==> src/rtl/wmm_pkg.sv <==
package wmm_pkg;

  typedef enum logic [1:0] {
    OP_MASK_APPEND = 2'd0,
    OP_SUBJ_APPEND = 2'd1,
    OP_RUN         = 2'd2,
    OP_MASK_CLEAR  = 2'd3
  } op_t;

  typedef enum logic [1:0] {
    RES_NO_MATCH  = 2'd0,
    RES_MATCH     = 2'd1,
    RES_BUF_OVF   = 2'd2,
    RES_STACK_OVF = 2'd3
  } res_t;

  typedef enum logic [3:0] {
    ST_IDLE, ST_CLEAR, ST_FETCH, ST_DECIDE, ST_NUM_RD, ST_NUM_EV, ST_STAR,
    ST_DEAD_RD, ST_DEAD_EV, ST_BACK, ST_BK_LD, ST_BK_X, ST_RP_RD, ST_RP_EV,
    ST_DONE
  } state_t;

  typedef enum logic [1:0] {
    DSEL_PM    = 2'd0,
    DSEL_STACK = 2'd1,
    DSEL_FRAME = 2'd2
  } dsel_t;

  localparam logic [15:0] CH_TAB   = 16'h0009;
  localparam logic [15:0] CH_LF    = 16'h000A;
  localparam logic [15:0] CH_CR    = 16'h000D;
  localparam logic [15:0] CH_SPACE = 16'h0020;
  localparam logic [15:0] CH_STAR  = 16'h002A;
  localparam logic [15:0] CH_PLUS  = 16'h002B;
  localparam logic [15:0] CH_MINUS = 16'h002D;
  localparam logic [15:0] CH_SLASH = 16'h002F;
  localparam logic [15:0] CH_ZERO  = 16'h0030;
  localparam logic [15:0] CH_ONE   = 16'h0031;
  localparam logic [15:0] CH_TWO   = 16'h0032;
  localparam logic [15:0] CH_FOUR  = 16'h0034;
  localparam logic [15:0] CH_NINE  = 16'h0039;
  localparam logic [15:0] CH_COLON = 16'h003A;
  localparam logic [15:0] CH_QMARK = 16'h003F;
  localparam logic [15:0] CH_BSL   = 16'h005C;

  typedef struct packed {
    logic  load;
    logic  start;
    logic  clr;
    logic  fetch;
    logic  step_char;
    logic  step_colon;
    logic  num_init;
    logic  num_rd;
    logic  num_eval;
    logic  push;
    logic  back_load;
    logic  back_pop;
    logic  back_adv;
    logic  rep_eval;
    logic  stk_top;
    dsel_t dsel;
    logic  set_res;
    res_t  res;
    logic  finish;
  } wmm_cmd_t;

  typedef struct packed {
    logic overflow;
    logic clr_last;
    logic fetch_last;
    logic m0_zero;
    logic s0_zero;
    logic is_star;
    logic tok34;
    logic colon_ok;
    logic chr_ok;
    logic num_fin;
    logic num_ok;
    logic stack_full;
    logic star_end;
    logic dead_fwd;
    logic dead_adv;
    logic depth_zero;
    logic cur_at_end;
    logic rep_end;
    logic out_free;
  } wmm_sts_t;

  function automatic logic is_ws(input logic [15:0] c);
    return (c == CH_SPACE) || (c == CH_TAB) || (c == CH_CR) || (c == CH_LF);
  endfunction

  function automatic logic char_ok(input logic [15:0] m, input logic [15:0] s);
    return (m == s) || ((m == CH_QMARK) && (s != '0)) || ((m == CH_SPACE) && is_ws(s));
  endfunction

endpackage

==> src/rtl/wmm_ctrl.sv <==
module wmm_ctrl import wmm_pkg::*; (
  input  logic     clk,
  input  logic     rst,
  input  logic     s_tvalid,
  input  op_t      op,
  output logic     s_tready,
  input  wmm_sts_t sts,
  output wmm_cmd_t cmd
);

  state_t state, state_next;

  always_ff @(posedge clk) begin
    if (rst) state <= ST_IDLE;
    else     state <= state_next;
  end

  always_comb begin
    state_next = state;
    unique case (state)
      ST_IDLE: begin
        if (s_tvalid && (op == OP_RUN)) state_next = sts.overflow ? ST_DONE : ST_CLEAR;
      end
      ST_CLEAR:   if (sts.clr_last) state_next = ST_FETCH;
      ST_FETCH:   if (sts.fetch_last) state_next = ST_DECIDE;
      ST_DECIDE: begin
        priority if (sts.m0_zero) state_next = sts.s0_zero ? ST_RP_RD : ST_BACK;
        else if (sts.is_star)     state_next = sts.tok34 ? ST_NUM_RD : ST_STAR;
        else if (sts.colon_ok)    state_next = ST_FETCH;
        else if (sts.chr_ok)      state_next = ST_FETCH;
        else                      state_next = ST_BACK;
      end
      ST_NUM_RD:  state_next = ST_NUM_EV;
      ST_NUM_EV: begin
        if (sts.num_fin) state_next = sts.num_ok ? ST_STAR : ST_BACK;
        else             state_next = ST_NUM_RD;
      end
      ST_STAR: begin
        priority if (sts.stack_full) state_next = ST_DONE;
        else if (sts.star_end)       state_next = ST_RP_RD;
        else                         state_next = ST_DEAD_RD;
      end
      ST_DEAD_RD: state_next = ST_DEAD_EV;
      ST_DEAD_EV: state_next = sts.dead_fwd ? ST_BACK : ST_FETCH;
      ST_BACK:    state_next = sts.depth_zero ? ST_DONE : ST_BK_LD;
      ST_BK_LD:   state_next = ST_BK_X;
      ST_BK_X: begin
        priority if (sts.cur_at_end) state_next = ST_BACK;
        else if (sts.dead_adv)       state_next = ST_BK_X;
        else                         state_next = ST_FETCH;
      end
      ST_RP_RD:   state_next = sts.rep_end ? ST_DONE : ST_RP_EV;
      ST_RP_EV:   state_next = ST_RP_RD;
      ST_DONE:    if (sts.out_free) state_next = ST_IDLE;
      default:    state_next = ST_IDLE;
    endcase
  end

  always_comb begin
    cmd      = '0;
    cmd.dsel = DSEL_PM;
    cmd.res  = RES_NO_MATCH;
    s_tready = 1'b0;
    unique case (state)
      ST_IDLE: begin
        s_tready = 1'b1;
        if (s_tvalid) begin
          if (op == OP_RUN) begin
            cmd.start = 1'b1;
            if (sts.overflow) begin
              cmd.set_res = 1'b1;
              cmd.res     = RES_BUF_OVF;
            end
          end else begin
            cmd.load = 1'b1;
          end
        end
      end
      ST_CLEAR: cmd.clr = 1'b1;
      ST_FETCH: cmd.fetch = 1'b1;
      ST_DECIDE: begin
        priority if (sts.m0_zero) begin
          cmd.set_res = sts.s0_zero;
          cmd.res     = RES_MATCH;
        end else if (sts.is_star) begin
          cmd.num_init = sts.tok34;
        end else if (sts.colon_ok) begin
          cmd.step_colon = 1'b1;
        end else if (sts.chr_ok) begin
          cmd.step_char = 1'b1;
        end else begin
          cmd.set_res = 1'b0;
        end
      end
      ST_NUM_RD: cmd.num_rd = 1'b1;
      ST_NUM_EV: cmd.num_eval = 1'b1;
      ST_STAR: begin
        if (sts.stack_full) begin
          cmd.set_res = 1'b1;
          cmd.res     = RES_STACK_OVF;
        end else begin
          cmd.push    = 1'b1;
          cmd.set_res = sts.star_end;
          cmd.res     = RES_MATCH;
        end
      end
      ST_DEAD_RD: cmd.dsel = DSEL_PM;
      ST_DEAD_EV: cmd.dsel = DSEL_PM;
      ST_BACK:    cmd.stk_top = 1'b1;
      ST_BK_LD: begin
        cmd.back_load = 1'b1;
        cmd.dsel      = DSEL_STACK;
      end
      ST_BK_X: begin
        cmd.dsel = DSEL_FRAME;
        if (sts.cur_at_end) cmd.back_pop = 1'b1;
        else                cmd.back_adv = 1'b1;
      end
      ST_RP_RD: cmd.stk_top = 1'b0;
      ST_RP_EV: cmd.rep_eval = 1'b1;
      ST_DONE:  cmd.finish = sts.out_free;
      default:  cmd = '0;
    endcase
  end

endmodule

==> config.mk <==
export PLATFORM = sky130hd
export DESIGN_NAME = wmm_ctrl
export DESIGN_NICKNAME = d
export VERILOG_FILES = /design/src/rtl/wmm_pkg.sv /design/src/rtl/wmm_ctrl.sv
export SDC_FILE = /design/constraint.sdc
export NUM_CORES = 1
export LEC_CHECK = 0
export BUFFER_PORTS_ARGS = -buffer_cell sky130_fd_sc_hd__buf_2
export CORE_AREA = 2 2 46 48
export CTS_CLUSTER_DIAMETER = 50
export DETAILED_ROUTE_END_ITERATION = 12
export DIE_AREA = 0 0 48 50
export PLACE_DENSITY_LB_ADDON = 0.3
export REMOVE_ABC_BUFFERS = 1
export SYNTH_ARGS = -nofsm -noshare
export SYNTH_HDL_FRONTEND = slang
export SYNTH_SLANG_ARGS = --single-unit
==> constraint.sdc <==
create_clock -name clk -period 1.87 [get_ports clk]
set_clock_uncertainty 0.05 [all_clocks]
set_input_delay 0.0935 -clock clk [delete_from_list [all_inputs] [get_ports clk]]
set_output_delay 0.0935 -clock clk [all_outputs]
set_load 0.05 [all_outputs]
==> impl_metrics.yaml, run 1 <==
grt:
  first_global_vias: 1000
  maximum_number_of_pins_on_one_net_before_global_route_repair: 16
  grt_antenna_before_repair: 0
  remaining_global_route_overflow: 0
  global_route.usage.total_pct: 22.08
  grt_first_pass_wirelength_um: 3939
yosys:
  dominantRegCellSynth: "sky130_fd_sc_hd__dfxtp_1"
  synth_top_area_share_pct: 9.907
  ys_top_cells_by_count: "15 x sky130_fd_sc_hd__nor2_1, 9 x sky130_fd_sc_hd__nand2_1, 9 x sky130_fd_sc_hd__nor3_1, 8 x sky130_fd_sc_hd__a21oi_1, 6 x sky130_fd_sc_hd__nand2b_1"
  ys_seq_elements: 4
  yosysUniqueCellTypes: 46
  synth.largest_area_cell: "sky130_fd_sc_hd__dfxtp_1"
  syn_inst: 119
  average_cell_area_after_synthesis_um2: 6.792
  synth_async_sr_flop_share_pct: 0
  synth_warnings: 0
  synth-edff-count: 0
  most_frequent_cell_after_synthesis: "sky130_fd_sc_hd__nor2_1"
  synth.yosys.seq_area_share_pct: 9.907
  netlist_area_um2: 808.3
  synth.top_cells.by_area: "sky130_fd_sc_hd__dfxtp_1 9.9%, sky130_fd_sc_hd__nor2_1 7.0%, sky130_fd_sc_hd__nor3_1 5.6%"
cts:
  setup_fix_bufs_post_cts: 0
  clock_tree.root_cell: "sky130_fd_sc_hd__clkbuf_4"
  clock-sinks: 4
  clock_tree_from_tritoncts: "done"
  insertion_delay_ps: 230
  cts_max_level: 1
  worst_setup_hold_path_clk_slew_ps: 40
  clock_tree_buf_depth: 2
  tritoncts.num_buffers: 3
timing:
  setup_repair_after_global_routing_missed_its_margin: "false"
  finalHoldWorstSlack_ps: 55.31
  maxSlewHeadroom_pct: 65.85
  worst_pin_slew_ps: 499.4
  clock.fmax_ghz: 0.5746
  timing.final.max_slew_violations: 0
  timing.final.crit_share_pct: 93.06
  hold_violations: 0
  final.setup.worst_slack_ps: 129.8
  finalSetupViolations: 0
  post-route-min-period_ps: 1740
route:
  postRouteWirelength_um: 2368
  drt_iter0_markers: 14
  antenna_left: 0
  vias_per_cell: 5.539
  drt_pre_antenna_iters: 4
  wl_per_cell_um: 12.40
  drcViolationCount: 0
  detailroute.via_count: 1058
placed_design:
  placedCellCount: 188
  place_ws_ps: 132.6
  place_congestion: 0.8810
  post-dp-hpwl_um: 1869
  placement.io_buffers: 45
floorplanning:
  initial_utilization_pct: 42.50
  num_rows: 16
  design.die.area_um2: 2400
  die-height_um: 50
  core_region_area_um2: 1902
  die_w_um: 48
  io_pins: 46
cells_and_area:
  stdcell_count: 191
  antennaDiodeCount: 0
  post_route_cells_drive_above_1_share_pct: 39.63
  top_register_by_number_of_flip_flops: "state"
  reg_top3: "state x4"
  flow.area_growth_from_synthesis_pct: 36.07
  largest_register_ff_count: 4
  fillCellCount: 181
  final_nets: 190
power:
  worst_voltage_drop_across_the_vdd_grid_v: 0.0006968
  total_switching_power_mw: 0.7602
  p_total_mw: 1.336
  power.clock.fraction_pct: 7.8
  intPower_mw: 0.5759
  p_per_area_nw_per_um2: 1215
  leakagePower_nw: 0.5010
  power_switching_share_pct: 56.89
  p_comb_share_pct: 75.2
  sequentialPowerShare_pct: 17.0
setup_path:
  critical_path_required_ps: 1730
  cp_data_arrival_time_ps: 1600
  crit_type: "reg -> out"
  startpoint_type: "flop"
  highest_net_fanout_along_the_worst_path: 12
  critPathCaptureType: "output port"
run_status:
  outcome: "complete, no violations"
run:
  max_cap_viol_count: 0
hold_path:
  min-delay-path-class: "in -> reg"
routing by layer:
layer / part of all wire, % / vias up / GRT usage (%) / wire length [um]
met5: 0 / - / 0 / 0
met1: 43 / 466 / 25.44 / 1022
met4: 0.30 / 0 / 9.009 / 7
met2: 50 / 53 / 38.44 / 1173
met3: 6.9 / 2 / 2.930 / 164
li1: - / 537 / - / -
power groups by stage:
stage | clock network (mW) | logic [mW] | registers, mW
floorplan | 0 | 0.645 | 0.230
global placement | 0 | 0.942 | 0.201
detailed placement | 0 | 0.955 | 0.201
CTS | 0.108 | 0.991 | 0.214
global route | 0.116 | 1.09 | 0.235
finish | 0.104 | 1.01 | 0.227
kinds of logic after synthesis:
logic type | after synthesis | share of synthesized area (%)
mux | 1 | 1.238
buf+inv | 14 | 11.76
flops | 4 | 9.908
simple gates | 66 | 47.37
compound gates | 34 | 29.72
layout by cell type (no fill, tap or decap), types with 2 or more instances in the layout:
cell,synthesis,routed
sky130_fd_sc_hd__buf_4,5,10
sky130_fd_sc_hd__and2_1,3,3
sky130_fd_sc_hd__a211oi_1,2,2
sky130_fd_sc_hd__o211ai_1,2,2
sky130_fd_sc_hd__a2111oi_0,2,2
sky130_fd_sc_hd__nand3b_1,3,3
sky130_fd_sc_hd__dfxtp_2,0,4
sky130_fd_sc_hd__o21bai_1,4,4
sky130_fd_sc_hd__inv_1,3,3
sky130_fd_sc_hd__nand4bb_1,3,2
sky130_fd_sc_hd__nand2_1,9,9
sky130_fd_sc_hd__nor2_1,15,15
sky130_fd_sc_hd__buf_2,1,42
sky130_fd_sc_hd__clkbuf_4,0,3
sky130_fd_sc_hd__a21oi_1,8,8
sky130_fd_sc_hd__nand2b_1,6,6
sky130_fd_sc_hd__o21ai_0,3,3
sky130_fd_sc_hd__nor2b_1,4,4
sky130_fd_sc_hd__nor3_1,9,9
sky130_fd_sc_hd__and3_1,2,2
sky130_fd_sc_hd__a311oi_1,3,3
area by class of cell:
type,count,area [um^2],area share [%]
multi-input combinational,101,658.1,59.84
timing repair buffer,52,285.3,25.94
sequential,4,85.08,7.736
tap,27,33.78,3.072
clock buffer,3,22.52,2.048
inverter,4,15.01,1.365
metrics by stage:
| step | cell area, um^2 | util, % | TNS [ps] |
|---|---|---|---|
| floorplan | 728.2 | - | -6449 |
| global placement | 1040 | 54.67 | 0 |
| detailed placement | 1040 | 54.67 | 0 |
| CTS | 1094 | 57.50 | 0 |
| global route | 1100 | 57.83 | 0 |
| finish | 1100 | 57.83 | 0 |
final timing paths:
check                           startpoint       end  slack [ps]  cells after the start
worst min register to register    state[3]  state[2]         690                      3
worst max register to register    state[2]  state[1]         190                      4
worst max-delay path              state[2]    cmd[2]         130                      5
worst min-delay path                   rst  state[1]          60                      2
repair_timing:
action | in CTS | in global routing
hold endpoints to repair | 0 | 0
resized for setup | 5 | 5
hold buffers | 0 | 0
setup endpoints to repair | 4 | 13
critical path: stages (launching register included):
cell and delay, ps:
sky130_fd_sc_hd__dfxtp_2 380, sky130_fd_sc_hd__buf_4 180, sky130_fd_sc_hd__nor4_4 290, sky130_fd_sc_hd__nand4_1 170
sky130_fd_sc_hd__o21ai_0 110, sky130_fd_sc_hd__buf_4 230
(Power assumes the default switching activity.)
==> inputs of run 2 (changes only) <==
--- a/config.mk
+++ b/config.mk
@@ -6,10 +6,10 @@
 export NUM_CORES = 1
 export LEC_CHECK = 0
 export BUFFER_PORTS_ARGS = -buffer_cell sky130_fd_sc_hd__buf_2
-export CORE_AREA = 2 2 46 48
+export CORE_AREA = 2 2 49 51
 export CTS_CLUSTER_DIAMETER = 50
 export DETAILED_ROUTE_END_ITERATION = 12
-export DIE_AREA = 0 0 48 50
+export DIE_AREA = 0 0 51 53
 export PLACE_DENSITY_LB_ADDON = 0.3
 export REMOVE_ABC_BUFFERS = 1
 export SYNTH_ARGS = -nofsm -noshare
==> constraint.sdc (replaced) <==
create_clock -name clk -period 1.6 [get_ports clk]
set_clock_uncertainty 0.05 [all_clocks]
set_input_delay 0.08 -clock clk [delete_from_list [all_inputs] [get_ports clk]]
set_output_delay 0.08 -clock clk [all_outputs]
set_load 0.05 [all_outputs]
==> impl_metrics.yaml, run 2 (synthesized netlist as in run 1, its figures left out) <==
run:
  max_cap_viol_count: 0
floorplanning:
  design.die.area_um2: 2703
  core_region_area_um2: 2148
  die-height_um: 53
  die_w_um: 51
  num_rows: 17
  io_pins: 46
  initial_utilization_pct: 37.62
placed_design:
  placed_area_um2: 1154
  placedCellCount: 204
  place_congestion: 0.8858
  placement.io_buffers: 45
  post-dp-hpwl_um: 2204
timing:
  worst_pin_slew_ps: 398.2
  post-route-min-period_ps: 1700
  hold_violations: 0
  clock.fmax_ghz: 0.5883
  maxSlewHeadroom_pct: 72.77
  setup_repair_after_global_routing_missed_its_margin: "true"
  timing.final.max_slew_violations: 0
  timing.final.crit_share_pct: 106.2
  final.setup.worst_slack_ps: -99.85
  finalSetupViolations: 6
  finalHoldWorstSlack_ps: 34.30
setup_path:
  highest_net_fanout_along_the_worst_path: 5
  critPathTopFamily: "compound AO/OA/AOI/OAI gates"
  critical_path_required_ps: 1690
  crit_type: "reg -> reg"
  cp_data_arrival_time_ps: 1790
  buffer_and_inverter_count_on_the_worst_path: 1
  startpoint_type: "flop"
  worst_path_max_delay_cell: "sky130_fd_sc_hd__a2111oi_4"
  critPathCaptureType: "flop"
  timing.critical_path.cells: "buf_4 > or2_1 > a2111oi_4 > nor4_1 > a311oi_1"
  critical_path.max_stage_delay_ps: 380
cells_and_area:
  final_nets: 210
  final_util_pct: 69.48
  stdcell_count: 212
  flow.area_growth_from_synthesis_pct: 84.67
  antennaDiodeCount: 0
  reg_top3: "state x4"
  commonest_non_fill_non_tap_cell_in_the_layout: "sky130_fd_sc_hd__buf_4"
  cell_area_after_layout_um2: 1493
  layout_common_cells: "29 x sky130_fd_sc_hd__buf_4, 26 x sky130_fd_sc_hd__buf_2, 14 x sky130_fd_sc_hd__buf_6"
  largest_register_ff_count: 4
  top_register_by_number_of_flip_flops: "state"
  post_route_cells_drive_above_1_share_pct: 57.61
grt:
  grt_first_pass_wirelength_um: 4574
  remaining_global_route_overflow: 0
  first_global_vias: 1081
  grt_antenna_before_repair: 0
  maximum_number_of_pins_on_one_net_before_global_route_repair: 11
  global_route.usage.total_pct: 22.56
cts:
  tritoncts.num_buffers: 3
  worst_setup_hold_path_clk_slew_ps: 50
  clock-sinks: 4
  clock_tree.root_cell: "sky130_fd_sc_hd__clkbuf_4"
  cts_max_level: 1
  clock_tree_buf_depth: 2
  clock_tree_from_tritoncts: "done"
  insertion_delay_ps: 250
hold_path:
  min-delay-path-class: "in -> reg"
route:
  drt_pre_antenna_iters: 4
  detailroute.via_count: 1210
  antenna_left: 0
  drcViolationCount: 0
  vias_per_cell: 5.708
  wl_per_cell_um: 15.31
  postRouteWirelength_um: 3245
  drt_iter0_markers: 34
power:
  worst_voltage_drop_across_the_vdd_grid_v: 0.0007432
  p_per_area_nw_per_um2: 1389
  leakagePower_nw: 0.6389
run_status:
  violations: "setup timing"
  outcome: "complete, but fails checks"
run 2: power breakdown:
part	internal, mW	switching, mW	leakage (nW)
Combinational	0.751	0.935	0.590
Sequential	0.155	0.0850	0.0356
Clock	0.0852	0.0611	0.0138
run 2: what timing repair did:
item,4_1_cts,5_1_grt
pin swaps,3,6
resized for setup,24,57
setup endpoints to repair,24,24
setup buffers,1,4
endpoints found under the hold margin,0,0
hold buffers,0,0
run 2: path summary, 6_finish.rpt:
path | end | slack [ps] | start | depth (start not counted)
max | state[1] | -100 | state[2] | 5
min | state[3] | 30 | rst | 2
max reg2reg | state[1] | -100 | state[2] | 5
min reg2reg | state[0] | 720 | state[2] | 4
run 2: layout make-up:
type / count / area [um^2]
multi-input cells: 101 / 789.5
fillers: 181 / 655.6
repair buffers: 72 / 535.5
flip-flops and latches: 4 / 95.09
well taps: 28 / 35.03
clock buffers: 3 / 22.52
inverters: 4 / 15.01
run 2: through the flow:
| step | setup WS, ps | power, mW | setup TNS [ps] |
|---|---|---|---|
| floorplan | -1182 | 1.024 | -11140 |
| global placement | -7.287 | 1.488 | -7.287 |
| detailed placement | -57.71 | 1.502 | -125.4 |
| CTS | -89.42 | 1.800 | -256.2 |
| global route | -189.5 | 2.191 | -932.6 |
| finish | -99.85 | 2.073 | -280.0 |
run 2: layer usage:
metal	vias to the layer above	routed length [um]	track usage, %
met1	560	1268	24.20
met4	0	89	12.61
met3	11	211	4.520
li1	577	-	-
met5	-	0	0
met2	62	1675	41.13
==> inputs of run 3 (changes only) <==
--- a/config.mk
+++ b/config.mk
@@ -5,11 +5,12 @@
 export SDC_FILE = /design/constraint.sdc
 export NUM_CORES = 1
 export LEC_CHECK = 0
+export ABC_AREA = 1
 export BUFFER_PORTS_ARGS = -buffer_cell sky130_fd_sc_hd__buf_2
-export CORE_AREA = 2 2 49 51
+export CORE_AREA = 2 2 47 49
 export CTS_CLUSTER_DIAMETER = 50
 export DETAILED_ROUTE_END_ITERATION = 12
-export DIE_AREA = 0 0 51 53
+export DIE_AREA = 0 0 49 51
 export PLACE_DENSITY_LB_ADDON = 0.3
 export REMOVE_ABC_BUFFERS = 1
 export SYNTH_ARGS = -nofsm -noshare
==> impl_metrics.yaml, run 3 <==
cells_and_area:
  layout_common_cells: "42 x sky130_fd_sc_hd__nand2_1, 39 x sky130_fd_sc_hd__buf_2, 26 x sky130_fd_sc_hd__inv_1"
  fillCellCount: 229
  cell_area_after_layout_um2: 1082
  final_nets: 224
  largest_register_ff_count: 4
  multiInputGateArea_um2: 543.0
  stdcell_count: 226
  antennaDiodeCount: 0
  commonest_non_fill_non_tap_cell_in_the_layout: "sky130_fd_sc_hd__nand2_1"
  top_register_by_number_of_flip_flops: "state"
  flow.area_growth_from_synthesis_pct: 51.49
  post_route_cells_drive_above_1_share_pct: 37.37
  register_area_um2: 85.08
  reg_top3: "state x4"
setup_path:
  endpoint: "cmd[14]"
  crit-reg2reg-launch: "state[0]"
  highest_net_fanout_along_the_worst_path: 5
  r2r_cells: 9
  path_common_cell: "sky130_fd_sc_hd__inv_2"
  startpoint_type: "flop"
  worstReg2RegEnd: "state[0]"
  critical_path_required_ps: 1470
  setup.worst_path.start: "state[3]"
  timing.critical_path.cells: "inv_2 > nand2_1 > nor2_4 > inv_2 > nor3_1 > buf_4"
  critPathCaptureType: "output port"
  cp_data_arrival_time_ps: 1380
  crit_type: "reg -> out"
  worst_path_max_delay_cell: "sky130_fd_sc_hd__dfxtp_2"
  critical_path.max_stage_delay_ps: 350
  ff2ff_setup_slack_ps: 170
grt:
  global_route.usage.total_pct: 18.85
  grt_first_pass_wirelength_um: 3767
  maximum_number_of_pins_on_one_net_before_global_route_repair: 9
  grt_antenna_before_repair: 0
  first_global_vias: 958
  remaining_global_route_overflow: 0
timing:
  timing.setup.tns_ps: 0
  clock.fmax_ghz: 0.6628
  maxSlewHeadroom_pct: 82.07
  timing.final.crit_share_pct: 94.30
  post-route-min-period_ps: 1509
  hold_violations: 0
  finalSetupViolations: 0
  finalHoldWorstSlack_ps: 105.7
  worst_pin_slew_ps: 267.9
  timing.final.max_slew_violations: 0
placed_design:
  placement.io_buffers: 45
  placed_area_um2: 974.7
  place_congestion: 0.9343
  placedCellCount: 219
  post-dp-hpwl_um: 1922
cts:
  clock_tree.root_cell: "sky130_fd_sc_hd__clkbuf_4"
  cts_max_level: 1
  clock-sinks: 4
  worst_setup_hold_path_clk_slew_ps: 40
  clock_tree_buf_depth: 2
  tritoncts.num_buffers: 3
  clock_tree_from_tritoncts: "done"
  insertion_delay_ps: 230
yosys:
  synth.yosys.seq_area_share_pct: 11.21
  ys_top_cells_by_count: "44 x sky130_fd_sc_hd__nand2_1, 27 x sky130_fd_sc_hd__inv_1, 20 x sky130_fd_sc_hd__nor2_1, 16 x sky130_fd_sc_hd__nand3_1, 6 x sky130_fd_sc_hd__a21oi_1"
  yosysUniqueCellTypes: 20
  ys_seq_elements: 4
  synth.largest_area_cell: "sky130_fd_sc_hd__nand2_1"
  synth_warnings: 0
  synth-edff-count: 0
  netlist_area_um2: 714.4
  synth_async_sr_flop_share_pct: 0
  most_frequent_cell_after_synthesis: "sky130_fd_sc_hd__nand2_1"
  dominantRegCellSynth: "sky130_fd_sc_hd__dfxtp_1"
  synth.top_cells.by_area: "sky130_fd_sc_hd__nand2_1 23%, sky130_fd_sc_hd__inv_1 14%, sky130_fd_sc_hd__dfxtp_1 11%"
  syn_inst: 146
  synth_top_area_share_pct: 23.12
  average_cell_area_after_synthesis_um2: 4.893
route:
  drt_pre_antenna_iters: 4
  drt_iter0_markers: 22
  antenna_left: 0
  drcViolationCount: 0
  detailroute.via_count: 1062
  vias_per_cell: 4.699
  postRouteWirelength_um: 2368
  wl_per_cell_um: 10.48
power:
  p_per_area_nw_per_um2: 1337
  worst_voltage_drop_across_the_vdd_grid_v: 0.0009147
  leakagePower_nw: 0.6843
  p_total_mw: 1.447
floorplanning:
  design.die.area_um2: 2499
  io_pins: 46
  die-height_um: 51
  die_w_um: 49
  num_rows: 17
  initial_utilization_pct: 34.63
  core_region_area_um2: 2063
hold_path:
  min-delay-path-class: "in -> reg"
run:
  max_cap_viol_count: 0
run_status:
  outcome: "complete, no violations"
-- run 3: cell types whose count changed after synthesis, moves of 5 or more --
cell	delta
sky130_fd_sc_hd__inv_1	+24
sky130_fd_sc_hd__nand2_1	+35
sky130_fd_sc_hd__nand2b_1	-6
sky130_fd_sc_hd__nand3_1	+16
sky130_fd_sc_hd__nor2_1	+5
-- run 3: area by class of cell --
cell class	instances	area share, %
multi-input cells	111	50.17
repair buffers	50	26.24
inverters	30	10.40
flip-flops and latches	4	7.861
well taps	28	3.237
clock buffers	3	2.081
-- run 3: power by group --
group          total, mW  switching [mW]  internal [mW]  leakage (nW)
combinational       1.11           0.765          0.348         0.636
sequential         0.208          0.0661          0.142        0.0344
clock              0.126          0.0422         0.0840        0.0138
total               1.45           0.873          0.574         0.684
-- run 3: per-stage QoR --
step,util (%),setup WS [ps]
2_1_floorplan,-,-755.5
3_3_place_gp,47.24,178.4
3_5_place_dp,47.24,146.5
4_1_cts,50.39,25.72
5_1_grt,52.46,-9.303
6_report,52.46,91.22
-- run 3: repair_timing --
action	4_1_cts	5_1_grt
hold buffers	1	0
hold endpoints to repair	3	0
setup buffers	2	1
setup endpoints to repair	6	9
pin swaps	1	2
gates resized for setup	7	15
-- run 3: how the worst min path moves through the flow --
stage	slack (ps)	depth (start not counted)	start	end
detailed placement	240	2	rst	state[3]
global placement	240	2	rst	state[3]
CTS	110	4	sts[17]	state[0]
floorplan	100	1	rst	state[0]
finish	110	4	sts[17]	state[0]
global route	160	4	sts[17]	state[0]
-- run 3: critical path, delay by kind of cell, from the launching register on --
family / cells / cell delay (ps)
buffers and inverters: 3 / 390
DFF: 1 / 350
and+or+nand+nor: 3 / 410
-- run 3: kinds of logic (layout without fill, tap and decap cells) --
family / after synthesis / count (layout) / synth area share (%)
buf+inv: 31 / 83 / 16.81
flops: 4 / 4 / 11.21
simple gates: 99 / 99 / 63.05
compound gates: 12 / 12 / 8.932
-- run 3: metal layers --
metal  GRT usage, %  vias to the layer above  wire length (um)
met5              0                        -                 0
met4          10.00                        0                34
met3          2.632                        4               120
met2          33.79                       39              1215
met1          21.77                      460               997
li1               -                      559                 -
